===== src/rtl/core/mbq_pkg.sv =====
// Shared types, codes and microcode ROM for the multichannel biquad.
package mbq_pkg;

  localparam int COEF_W   = 28;
  localparam int DLY_W    = 32;
  localparam int SMP_W    = 24;
  localparam int PROD_W   = COEF_W + DLY_W;
  localparam int ACC_W    = 62;
  localparam int RND_W    = ACC_W - 22;
  localparam int STEP_W   = 4;
  localparam int REG_IDX_W = 3;

  localparam logic signed [COEF_W-1:0] FF0_RESET = 28'sd4194304;

  // register indexes, also used as multiplier coefficient selects
  localparam logic [REG_IDX_W-1:0] REG_FF0 = 3'd0;
  localparam logic [REG_IDX_W-1:0] REG_FF1 = 3'd1;
  localparam logic [REG_IDX_W-1:0] REG_FF2 = 3'd2;
  localparam logic [REG_IDX_W-1:0] REG_FB1 = 3'd3;
  localparam logic [REG_IDX_W-1:0] REG_FB2 = 3'd4;

  localparam logic [1:0] OPND_Z1 = 2'd0;
  localparam logic [1:0] OPND_Z2 = 2'd1;
  localparam logic [1:0] OPND_W  = 2'd2;

  localparam logic [2:0] ACC_HOLD   = 3'd0;
  localparam logic [2:0] ACC_LOAD_X = 3'd1;
  localparam logic [2:0] ACC_SUB    = 3'd2;
  localparam logic [2:0] ACC_ADD    = 3'd3;
  localparam logic [2:0] ACC_LOAD_P = 3'd4;

  localparam logic [STEP_W-1:0] STEP_ZERO = 4'd8;

  typedef struct packed {
    logic [REG_IDX_W-1:0] coef_sel;
    logic [1:0]           opnd_sel;
    logic [2:0]           acc_op;
    logic                 w_load;
    logic                 y_load;
    logic                 y_zero;
    logic                 mem_read;
    logic                 mem_write;
    logic                 clr_valid;
    logic                 jump_special;
    logic                 last;
    logic [STEP_W-1:0]    target;
  } ucw_t;

  typedef struct packed {
    ucw_t cw;
    logic adv;
  } ctl_t;

  typedef struct packed {
    logic signed [COEF_W-1:0] ff0;
    logic signed [COEF_W-1:0] ff1;
    logic signed [COEF_W-1:0] ff2;
    logic signed [COEF_W-1:0] fb1;
    logic signed [COEF_W-1:0] fb2;
  } coef_bank_t;

  function automatic ucw_t ucode(logic [STEP_W-1:0] step);
    ucw_t cw;
    cw = '0;
    unique case (step)
      4'd0: begin
        cw.mem_read     = 1'b1;
        cw.jump_special = 1'b1;
        cw.target       = STEP_ZERO;
      end
      4'd1: begin
        cw.coef_sel = REG_FB1;
        cw.opnd_sel = OPND_Z1;
        cw.acc_op   = ACC_LOAD_X;
      end
      4'd2: begin
        cw.coef_sel = REG_FB2;
        cw.opnd_sel = OPND_Z2;
        cw.acc_op   = ACC_SUB;
      end
      4'd3: begin
        cw.coef_sel = REG_FF1;
        cw.opnd_sel = OPND_Z1;
        cw.acc_op   = ACC_SUB;
      end
      4'd4: begin
        cw.coef_sel = REG_FF2;
        cw.opnd_sel = OPND_Z2;
        cw.acc_op   = ACC_LOAD_P;
        cw.w_load   = 1'b1;
      end
      4'd5: begin
        cw.coef_sel  = REG_FF0;
        cw.opnd_sel  = OPND_W;
        cw.acc_op    = ACC_ADD;
        cw.mem_write = 1'b1;
      end
      4'd6: begin
        cw.acc_op = ACC_ADD;
      end
      4'd7: begin
        cw.y_load = 1'b1;
        cw.last   = 1'b1;
      end
      STEP_ZERO: begin
        cw.y_load    = 1'b1;
        cw.y_zero    = 1'b1;
        cw.clr_valid = 1'b1;
        cw.last      = 1'b1;
      end
      default: begin
        cw.y_load = 1'b1;
        cw.y_zero = 1'b1;
        cw.last   = 1'b1;
      end
    endcase
    return cw;
  endfunction

endpackage


===== src/rtl/core/mbq_req_if.sv =====
// Request channel: op, channel and input sample with valid/ready.
interface mbq_req_if;
  logic              valid;
  logic              ready;
  logic              op;
  logic [3:0]        channel;
  logic signed [23:0] sample_in;

  modport source (output valid, op, channel, sample_in, input ready);
  modport sink   (input valid, op, channel, sample_in, output ready);
endinterface


===== src/rtl/core/mbq_rsp_if.sv =====
// Result channel: filtered sample with valid/ready.
interface mbq_rsp_if;
  logic              valid;
  logic              ready;
  logic signed [23:0] sample_out;

  modport source (output valid, sample_out, input ready);
  modport sink   (input valid, sample_out, output ready);
endinterface


===== src/rtl/core/mbq_datapath.sv =====
// Shared multiplier, accumulator and round/saturate datapath of the biquad.
module mbq_datapath (
  input  logic                              clk,
  input  mbq_pkg::ctl_t                     ctl,
  input  mbq_pkg::coef_bank_t               coefs,
  input  logic signed [mbq_pkg::SMP_W-1:0]  x,
  input  logic signed [mbq_pkg::DLY_W-1:0]  z1,
  input  logic signed [mbq_pkg::DLY_W-1:0]  z2,
  output logic signed [mbq_pkg::DLY_W-1:0]  w,
  output logic signed [mbq_pkg::SMP_W-1:0]  y
);
  import mbq_pkg::*;

  logic signed [COEF_W-1:0] coef;
  logic signed [DLY_W-1:0]  opnd;
  logic signed [PROD_W-1:0] prod;
  logic signed [PROD_W-1:0] prod_next;
  logic signed [ACC_W-1:0]  acc;
  logic signed [ACC_W-1:0]  acc_next;
  logic signed [ACC_W-1:0]  prod_ext;
  logic signed [ACC_W-1:0]  acc_rnd;
  logic signed [RND_W-1:0]  rnd;
  logic signed [DLY_W-1:0]  w_sat;
  logic signed [SMP_W-1:0]  y_sat;

  always_comb begin
    case (ctl.cw.coef_sel)
      REG_FF0: coef = coefs.ff0;
      REG_FF1: coef = coefs.ff1;
      REG_FF2: coef = coefs.ff2;
      REG_FB1: coef = coefs.fb1;
      REG_FB2: coef = coefs.fb2;
      default: coef = '0;
    endcase
    case (ctl.cw.opnd_sel)
      OPND_Z1: opnd = z1;
      OPND_Z2: opnd = z2;
      OPND_W:  opnd = w;
      default: opnd = '0;
    endcase
  end

  assign prod_next = coef * opnd;
  assign prod_ext  = {{(ACC_W-PROD_W){prod[PROD_W-1]}}, prod};

  always_comb begin
    case (ctl.cw.acc_op)
      ACC_LOAD_X: acc_next = {{(ACC_W-SMP_W-22){x[SMP_W-1]}}, x, 22'd0};
      ACC_SUB:    acc_next = acc - prod_ext;
      ACC_ADD:    acc_next = acc + prod_ext;
      ACC_LOAD_P: acc_next = prod_ext;
      default:    acc_next = acc;
    endcase
  end

  // round half up, dropping the 22 fraction bits
  assign acc_rnd = acc + {{(ACC_W-22){1'b0}}, 1'b1, 21'd0};
  assign rnd     = acc_rnd[ACC_W-1:22];

  always_comb begin
    if (&rnd[RND_W-1:DLY_W-1] || ~|rnd[RND_W-1:DLY_W-1]) begin
      w_sat = rnd[DLY_W-1:0];
    end else begin
      w_sat = {rnd[RND_W-1], {(DLY_W-1){~rnd[RND_W-1]}}};
    end
    if (&rnd[RND_W-1:SMP_W-1] || ~|rnd[RND_W-1:SMP_W-1]) begin
      y_sat = rnd[SMP_W-1:0];
    end else begin
      y_sat = {rnd[RND_W-1], {(SMP_W-1){~rnd[RND_W-1]}}};
    end
  end

  always_ff @(posedge clk) begin
    if (ctl.adv) begin
      prod <= prod_next;
      acc  <= acc_next;
      if (ctl.cw.w_load) begin
        w <= w_sat;
      end
      if (ctl.cw.y_load) begin
        y <= ctl.cw.y_zero ? '0 : y_sat;
      end
    end
  end

endmodule


===== src/rtl/core/multichannel_biquad_df2.sv =====
// Multichannel Direct Form II biquad, microcoded around one 28x32 multiplier.
// A sample request runs the eight-step program on the single multiplier; a clear
// or a channel at or beyond CHANNELS jumps to the zeroing step. Requests are taken
// one at a time; the last step waits while a previous result is still stalled.
// Reset (synchronous): coefficients to defaults, all delay words read as zero.
module multichannel_biquad_df2 #(
  parameter int CHANNELS = 8
) (
  input  logic                                 clk,
  input  logic                                 rst,
  mbq_req_if.sink                              req,
  mbq_rsp_if.source                            rsp,
  input  logic                                 cfg_we,
  input  logic [mbq_pkg::REG_IDX_W-1:0]        cfg_index,
  input  logic [mbq_pkg::COEF_W-1:0]           cfg_data
);
  import mbq_pkg::*;

  localparam int CH_W = (CHANNELS > 1) ? $clog2(CHANNELS) : 1;

  coef_bank_t               coefs;
  logic                     busy;
  logic [STEP_W-1:0]        step;
  logic [STEP_W-1:0]        step_next;
  logic                     out_valid;
  ucw_t                     cw;
  ctl_t                     ctl;
  logic                     adv;
  logic                     special;

  logic                     op_r;
  logic [3:0]               chan_r;
  logic signed [SMP_W-1:0]  x_r;
  logic [CH_W-1:0]          idx;

  logic [2*DLY_W-1:0]       dly_mem [CHANNELS];
  logic [CHANNELS-1:0]      dly_ok;
  logic [2*DLY_W-1:0]       rd;
  logic                     rd_ok;
  logic signed [DLY_W-1:0]  z1;
  logic signed [DLY_W-1:0]  z2;
  logic signed [DLY_W-1:0]  w;
  logic signed [SMP_W-1:0]  y;

  assign cw      = ucode(step);
  assign idx     = chan_r[CH_W-1:0];
  assign special = op_r || ({1'b0, chan_r} >= 5'(CHANNELS));
  assign adv     = busy && !(cw.last && out_valid && !rsp.ready);
  assign ctl     = '{cw: cw, adv: adv};

  assign step_next = (cw.jump_special && special) ? cw.target : step + 1'b1;

  assign req.ready      = !busy;
  assign rsp.valid      = out_valid;
  assign rsp.sample_out = y;

  assign z1 = rd_ok ? rd[2*DLY_W-1:DLY_W] : '0;
  assign z2 = rd_ok ? rd[DLY_W-1:0] : '0;

  always_ff @(posedge clk) begin
    if (rst) begin
      coefs <= '{ff0: FF0_RESET, ff1: '0, ff2: '0, fb1: '0, fb2: '0};
    end else if (cfg_we) begin
      case (cfg_index)
        REG_FF0: coefs.ff0 <= cfg_data;
        REG_FF1: coefs.ff1 <= cfg_data;
        REG_FF2: coefs.ff2 <= cfg_data;
        REG_FB1: coefs.fb1 <= cfg_data;
        REG_FB2: coefs.fb2 <= cfg_data;
        default: ;
      endcase
    end
  end

  always_ff @(posedge clk) begin
    if (rst) begin
      busy      <= 1'b0;
      step      <= '0;
      out_valid <= 1'b0;
      dly_ok    <= '0;
    end else begin
      if (adv && cw.last) begin
        out_valid <= 1'b1;
      end else if (rsp.ready) begin
        out_valid <= 1'b0;
      end
      if (req.valid && req.ready) begin
        busy <= 1'b1;
        step <= '0;
      end else if (adv) begin
        if (cw.last) begin
          busy <= 1'b0;
        end
        step <= step_next;
      end
      if (adv && cw.mem_write) begin
        dly_ok[idx] <= 1'b1;
      end
      if (adv && cw.clr_valid && op_r) begin
        dly_ok <= '0;
      end
    end
  end

  always_ff @(posedge clk) begin
    if (req.valid && req.ready) begin
      op_r   <= req.op;
      chan_r <= req.channel;
      x_r    <= req.sample_in;
    end
  end

  always_ff @(posedge clk) begin
    if (adv && cw.mem_read && !special) begin
      rd    <= dly_mem[idx];
      rd_ok <= dly_ok[idx];
    end
    if (adv && cw.mem_write) begin
      dly_mem[idx] <= {w, z1};
    end
  end

  mbq_datapath u_dp (
    .clk   (clk),
    .ctl   (ctl),
    .coefs (coefs),
    .x     (x_r),
    .z1    (z1),
    .z2    (z2),
    .w     (w),
    .y     (y)
  );

endmodule


===== src/flat_wrapper.sv =====
// flat-port wrapper written by rule: the top's interface ports become plain ports
module multichannel_biquad_df2_flat import mbq_pkg::*;
#(
  parameter int CHANNELS = 8
)
  (clk, rst, cfg_we, cfg_index, cfg_data, req_valid, req_op, req_channel, req_sample_in, req_ready, rsp_valid, rsp_sample_out, rsp_ready);
  mbq_req_if req_i ();
  mbq_rsp_if rsp_i ();
  input  logic clk;
  input  logic rst;
  input  logic cfg_we;
  input  logic [mbq_pkg::REG_IDX_W-1:0] cfg_index;
  input  logic [mbq_pkg::COEF_W-1:0] cfg_data;
  input wire logic [$bits(req_i.valid)-1:0] req_valid;
  input wire logic [$bits(req_i.op)-1:0] req_op;
  input wire logic [$bits(req_i.channel)-1:0] req_channel;
  input wire logic [$bits(req_i.sample_in)-1:0] req_sample_in;
  output wire logic [$bits(req_i.ready)-1:0] req_ready;
  output wire logic [$bits(rsp_i.valid)-1:0] rsp_valid;
  output wire logic [$bits(rsp_i.sample_out)-1:0] rsp_sample_out;
  input wire logic [$bits(rsp_i.ready)-1:0] rsp_ready;
  assign req_i.valid = req_valid;
  assign req_i.op = req_op;
  assign req_i.channel = req_channel;
  assign req_i.sample_in = req_sample_in;
  assign req_ready = req_i.ready;
  assign rsp_valid = rsp_i.valid;
  assign rsp_sample_out = rsp_i.sample_out;
  assign rsp_i.ready = rsp_ready;
  multichannel_biquad_df2 #(.CHANNELS(CHANNELS)) u_core (.clk(clk), .rst(rst), .req(req_i), .rsp(rsp_i), .cfg_we(cfg_we), .cfg_index(cfg_index), .cfg_data(cfg_data));
endmodule

===== config.mk =====
export PLATFORM = sky130hd
export DESIGN_NAME = multichannel_biquad_df2_flat
export DESIGN_NICKNAME = d
export VERILOG_FILES = /design/src/rtl/core/mbq_pkg.sv /design/src/rtl/core/mbq_req_if.sv /design/src/rtl/core/mbq_rsp_if.sv /design/src/rtl/core/mbq_datapath.sv /design/src/rtl/core/multichannel_biquad_df2.sv /design/src/flat_wrapper.sv
export SDC_FILE = /design/constraint.sdc
export NUM_CORES = 2
export LEC_CHECK = 0
export BUFFER_PORTS_ARGS = -buffer_cell sky130_fd_sc_hd__buf_4
export CELL_PAD_IN_SITES_DETAIL_PLACEMENT = 1
export CELL_PAD_IN_SITES_GLOBAL_PLACEMENT = 2
export CORE_MARGIN = 3
export CORE_UTILIZATION = 47
export DETAILED_ROUTE_END_ITERATION = 8
export PLACE_DENSITY_LB_ADDON = 0.1
export SLEW_MARGIN = 0
export SYNTH_ARGS = -nofsm -noshare
export SYNTH_HDL_FRONTEND = slang
export SYNTH_SLANG_ARGS = --single-unit

===== constraint.sdc =====
create_clock -name clk -period 29.4 [get_ports clk]
set_input_delay 5.88 -clock clk [delete_from_list [all_inputs] [get_ports clk]]
set_output_delay 5.88 -clock clk [all_outputs]
set_load 0.005 [all_outputs]

==> impl_metrics.prom <==
# TYPE chip_impl_metric gauge
chip_impl_metric{name="required_arrival_time_at_the_worst_endpoint",unit="ns"} 30.02
chip_impl_metric{name="cts.hold.buffers_added",unit=""} 0
chip_impl_metric{name="hold-worst-slack",unit="ns"} 0.452
chip_impl_metric{name="cts.repair.resized",unit=""} 0
chip_impl_metric{name="worst_ir_drop_vdd",unit="mV"} 0.0540
chip_impl_metric{name="global_route.overflow_total",unit=""} 0
chip_impl_info{name="combinational_family_with_the_most_area_after_synthesis",value="adder cells"} 1
chip_impl_metric{name="synth_simple_gate_area_share",unit="%"} 11.8
chip_impl_metric{name="final-setup-viol-count",unit=""} 0
chip_impl_metric{name="p_leak",unit="nW"} 32.0
chip_impl_metric{name="slew_headroom",unit="%"} 13.3
chip_impl_metric{name="detailed_place_hpwl",unit="mm"} 177
chip_impl_metric{name="post_synth.cell_area_avg",unit="um^2"} 10.6
chip_impl_metric{name="floorplan.io_pins",unit=""} 91
chip_impl_metric{name="period_needed",unit="ns"} 11.50
chip_impl_metric{name="insertion_delay",unit="ns"} 0.77
chip_impl_metric{name="drv_slew",unit=""} 0
chip_impl_info{name="clock_tree_from_tritoncts",value="done"} 1
chip_impl_metric{name="worst_slew_pin_slew",unit="ns"} 1.30
chip_impl_metric{name="reg2reg_depth",unit=""} 30
chip_impl_metric{name="detail_route.drc_violations",unit=""} 0
chip_impl_info{name="worst_setup_path_end_kind",value="register"} 1
chip_impl_metric{name="seq_area_frac_synth",unit="%"} 37.3
chip_impl_info{name="worstSetupPathType",value="reg2reg"} 1
chip_impl_metric{name="netlist_instances",unit=""} 6743
chip_impl_metric{name="routabilityCongestion",unit=""} 0.918
chip_impl_metric{name="asyncSetResetFlopFracSynth",unit="%"} 0
chip_impl_metric{name="cts_sinks",unit=""} 938
chip_impl_metric{name="grt_usage",unit="%"} 32.2
chip_impl_info{name="setup.worst_path.start_class",value="register"} 1
chip_impl_metric{name="fin_crit_sh",unit="%"} 39.1
chip_impl_metric{name="slowest_delay",unit="ns"} 1.14
chip_impl_metric{name="postLayoutCoreUtil",unit="%"} 52.0
chip_impl_info{name="critical_path.endpoint",value="u_core.u_dp.prod[57]"} 1
chip_impl_info{name="critical-path-slowest-cell",value="sky130_fd_sc_hd__fa_1"} 1
chip_impl_metric{name="share_of_the_synthesized_area_in_compound_gates_ao_oa_aoi_oai",unit="%"} 10.4
chip_impl_metric{name="area_growth_syn_to_layout",unit="%"} 9.51
chip_impl_metric{name="critical_path_peak_fanout",unit=""} 39
chip_impl_metric{name="xor_and_xnor_fraction_of_the_mapped_netlist_area",unit="%"} 2.56
chip_impl_metric{name="worst_ep_arrival_time",unit="ns"} 12.12
chip_impl_metric{name="finalClockSkew",unit="ns"} 0.114
chip_impl_metric{name="drt_wl_total",unit="mm"} 251
chip_impl_metric{name="route.vias.total",unit=""} 52400
chip_impl_metric{name="cap_viol_max_count",unit=""} 0
chip_impl_metric{name="max_freq",unit="MHz"} 86.9
chip_impl_metric{name="io_buffer_count",unit=""} 90
chip_impl_metric{name="chipHeight",unit="um"} 396
chip_impl_metric{name="finalSetupTns",unit="ns"} 0
chip_impl_metric{name="layout.nets",unit=""} 7977
chip_impl_metric{name="yosys.cell_types.count",unit=""} 82
chip_impl_metric{name="dr.first_iter.drc_count",unit=""} 4227
chip_impl_info{name="critical_path.most_common_cell",value="sky130_fd_sc_hd__fa_1"} 1
chip_impl_metric{name="fp.coreArea",unit="um^2"} 150000
chip_impl_info{name="grt_setup_unrepaired",value="no"} 1
chip_impl_metric{name="die_w",unit="um"} 396
chip_impl_metric{name="antenna_violating_nets_post_route",unit=""} 0
chip_impl_metric{name="avgRoutedWirePerCell",unit="um"} 28.4
chip_impl_metric{name="final-hold-violation-count",unit=""} 0
chip_impl_info{name="timing.rr.start",value="u_core.step[3]"} 1
chip_impl_metric{name="synth_mux_area_share",unit="%"} 0.520
chip_impl_info{name="worst_hold_path_type",value="reg2reg"} 1
chip_impl_metric{name="overall_power",unit="W"} 0.00323
chip_impl_metric{name="synth_warnings",unit=""} 0
chip_impl_metric{name="grt_antenna_before_repair",unit=""} 2
chip_impl_metric{name="grt_pass1_vias",unit=""} 56800
chip_impl_metric{name="pin_count_of_the_biggest_net_entering_global_routing",unit=""} 78
chip_impl_metric{name="cts.reportedPaths.clkPinSlew",unit="ns"} 0.06
chip_impl_metric{name="synth_net_count",unit=""} 7996
chip_impl_metric{name="global_route_wire_length_before_repair",unit="mm"} 374
chip_impl_metric{name="mappedNetlistArea",unit="um^2"} 71400
chip_impl_metric{name="die_area",unit="um^2"} 157000
chip_impl_metric{name="drt-vias-per-instance",unit=""} 5.94
chip_impl_info{name="postSynth.topFlopCell",value="sky130_fd_sc_hd__edfxtp_1"} 1
chip_impl_info{name="critical_path.startpoint",value="u_core.step[3]"} 1
chip_impl_metric{name="max-clock-path-buffers",unit=""} 3
chip_impl_metric{name="post_cts_buffers",unit=""} 0
chip_impl_info{name="status",value="finished clean"} 1
chip_impl_metric{name="first_pass_iters",unit=""} 6
chip_impl_metric{name="reg2reg_slack",unit="ns"} 17.90
chip_impl_metric{name="power.density_cell_area",unit="nW/um^2"} 41.4
chip_impl_metric{name="synth_fa_ha_area_share",unit="%"} 30.6
chip_impl_info{name="ctsRootBufferMaster",value="sky130_fd_sc_hd__clkbuf_16"} 1
chip_impl_metric{name="number_of_standard_cell_rows_in_the_floorplan",unit=""} 142
chip_impl_metric{name="start_util",unit="%"} 47.5
chip_impl_info{name="crit-reg2reg-capture",value="u_core.u_dp.prod[57]"} 1
chip_impl_metric{name="cts.htree.levels",unit=""} 3
chip_impl_metric{name="yosys_register_bits",unit=""} 938
chip_impl_metric{name="synth-edff-count",unit=""} 784
chip_impl_metric{name="layout_cell_share_with_drive_strength_beyond_1",unit="%"} 7.24
chip_impl_metric{name="cts_inserted_buffers",unit=""} 100
[critical path, delay by kind of cell (launching register included)]
family / cells / cell delay, ns
flip-flops: 1 / 0.78
buffers and inverters: 7 / 1.60
AO/OA/AOI/OAI: 6 / 2.22
AND/OR/NAND/NOR: 8 / 1.93
adder cells (fa/ha/maj): 9 / 4.73
[worst min path at each step]
stage	from	endpoint	slack, ns	cells after the start
final	u_core.coefs[83]	u_core.coefs[83]	0.45	2
after global routing	u_core.coefs[12]	u_core.coefs[12]	0.47	2
after CTS	u_core.coefs[120]	u_core.coefs[120]	0.46	2
after detailed placement	u_core.coefs[120]	u_core.coefs[120]	0.45	2
after global placement	u_core.coefs[89]	u_core.coefs[89]	0.44	2
after floorplan	u_core.coefs[63]	u_core.coefs[63]	0.44	2
[report_power, final]
part	switching (W)	leakage, nW	internal (W)
Sequential	0.0000256	8.42	0.00146
Clock	0.000572	1.71	0.000776
Combinational	0.000265	21.9	0.000139
Total	0.000862	32.0	0.00237
[cell families after synthesis]
group           count (synthesis)
flops                         938
xor+xnor                      209
fa+ha+maj                    1188
compound gates               1129
buf+inv                      1310
simple gates                 1932
mux                            37
[cells in the mapped netlist, types with 9 or more instances]
master | instances | share of area, %
sky130_fd_sc_hd__inv_1 | 967 | 5.1
sky130_fd_sc_hd__nand2_1 | 929 | 4.9
sky130_fd_sc_hd__fa_1 | 928 | 26
sky130_fd_sc_hd__edfxtp_1 | 784 | 33
sky130_fd_sc_hd__nor2_1 | 568 | 3.0
sky130_fd_sc_hd__clkbuf_1 | 316 | 1.7
sky130_fd_sc_hd__a21oi_1 | 304 | 2.1
sky130_fd_sc_hd__a22oi_1 | 302 | 3.2
sky130_fd_sc_hd__ha_1 | 260 | 4.6
sky130_fd_sc_hd__o21ai_0 | 189 | 1.3
sky130_fd_sc_hd__dfxtp_1 | 154 | 4.3
sky130_fd_sc_hd__xnor2_1 | 117 | 1.4
sky130_fd_sc_hd__nand4_1 | 97 | 0.85
sky130_fd_sc_hd__xor2_1 | 92 | 1.1
sky130_fd_sc_hd__and2_1 | 75 | 0.66
sky130_fd_sc_hd__a21o_1 | 56 | 0.59
sky130_fd_sc_hd__nand3_1 | 55 | 0.39
sky130_fd_sc_hd__o21a_1 | 49 | 0.52
sky130_fd_sc_hd__nor3_1 | 46 | 0.32
sky130_fd_sc_hd__mux2i_1 | 36 | 0.50
sky130_fd_sc_hd__and3_1 | 26 | 0.23
sky130_fd_sc_hd__a221oi_1 | 25 | 0.31
sky130_fd_sc_hd__nand2b_1 | 24 | 0.21
sky130_fd_sc_hd__a221o_1 | 23 | 0.32
sky130_fd_sc_hd__o21ai_2 | 21 | 0.26
sky130_fd_sc_hd__nor4_1 | 20 | 0.18
sky130_fd_sc_hd__buf_1 | 18 | 0.095
sky130_fd_sc_hd__o31ai_1 | 18 | 0.19
sky130_fd_sc_hd__a211oi_1 | 16 | 0.17
sky130_fd_sc_hd__a31oi_1 | 16 | 0.14
sky130_fd_sc_hd__o21bai_1 | 16 | 0.17
sky130_fd_sc_hd__nor2b_1 | 14 | 0.12
sky130_fd_sc_hd__o21ai_1 | 13 | 0.091
sky130_fd_sc_hd__o211ai_1 | 12 | 0.13
sky130_fd_sc_hd__or4_1 | 12 | 0.13
sky130_fd_sc_hd__o41ai_1 | 10 | 0.12
sky130_fd_sc_hd__a222oi_1 | 9 | 0.13
sky130_fd_sc_hd__and4_1 | 9 | 0.11
sky130_fd_sc_hd__nor3b_1 | 9 | 0.095
sky130_fd_sc_hd__or2_2 | 9 | 0.079
[state kept, by name (all words and copies together), names as in the netlist]
name              cells
u_core.u_dp.w        32
u_core.u_dp.y        24
u_core.x_r           24
u_core.rd_ok          1
u_core.chan_r         4
u_core.rsp.valid      1
u_core.op_r           1
u_core.busy           1
u_core.rd            64
u_core.dly_mem      512
u_core.coefs        140
u_core.u_dp.prod     60
u_core.dly_ok         8
u_core.step           4
u_core.u_dp.acc      62
[cells in the final DEF, fill, tap and decap left out, types with 11 or more instances in the layout]
master	n
sky130_fd_sc_hd__inv_1	967
sky130_fd_sc_hd__fa_1	928
sky130_fd_sc_hd__nand2_1	927
sky130_fd_sc_hd__edfxtp_1	784
sky130_fd_sc_hd__nor2_1	560
sky130_fd_sc_hd__a21oi_1	304
sky130_fd_sc_hd__a22oi_1	302
sky130_fd_sc_hd__ha_1	260
sky130_fd_sc_hd__buf_4	221
sky130_fd_sc_hd__o21ai_0	169
sky130_fd_sc_hd__dfxtp_1	154
sky130_fd_sc_hd__xnor2_1	117
sky130_fd_sc_hd__clkbuf_16	100
sky130_fd_sc_hd__nand4_1	97
sky130_fd_sc_hd__xor2_1	92
sky130_fd_sc_hd__and2_1	66
sky130_fd_sc_hd__a21o_1	56
sky130_fd_sc_hd__nand3_1	53
sky130_fd_sc_hd__o21a_1	49
sky130_fd_sc_hd__nor3_1	42
sky130_fd_sc_hd__mux2i_1	36
sky130_fd_sc_hd__o21ai_2	29
sky130_fd_sc_hd__o21ai_1	25
sky130_fd_sc_hd__nand2b_1	24
sky130_fd_sc_hd__and3_1	23
sky130_fd_sc_hd__a221o_1	22
sky130_fd_sc_hd__nor4_1	18
sky130_fd_sc_hd__o31ai_1	18
sky130_fd_sc_hd__o21bai_1	16
sky130_fd_sc_hd__a211oi_1	16
sky130_fd_sc_hd__a31oi_1	16
sky130_fd_sc_hd__clkbuf_1	16
sky130_fd_sc_hd__nor2b_1	13
sky130_fd_sc_hd__clkinv_2	13
sky130_fd_sc_hd__clkbuf_8	13
sky130_fd_sc_hd__or4_1	12
sky130_fd_sc_hd__o211ai_1	12
sky130_fd_sc_hd__bufinv_16	12
sky130_fd_sc_hd__a221oi_1	11
sky130_fd_sc_hd__clkinv_1	11
[final cells by class]
class	count	area, um^2
Clock buffer	129	2740
Clock inverter	60	822
Fill cell	16300	72100
Timing Repair Buffer	221	1660
Tap cell	2016	2520
Inverter	968	3630
Sequential cell	938	26600
Multi-Input combinational cell	4495	40200
Antenna cell	2	5.00
[through the flow]
step	instances	area [um^2]	worst slack [ns]
after floorplan	6743	71400	16.34
after detailed placement	8638	74600	17.88
final	8829	78200	17.90
after global placement	8638	74600	18.15
after CTS	8827	78200	17.83
after global routing	8827	78200	17.14
[layer usage]
layer / GRT usage, % / vias to the layer above / share of wire, %
met1: 42.3 / 27600 / 40
li1: - / 22300 / -
met5: 0 / - / 0
met3: 4.10 / 517 / 6.3
met4: 13.8 / 0 / 5.0
met2: 54.0 / 1906 / 48
Note: power is estimated with default switching activity, not from simulation.
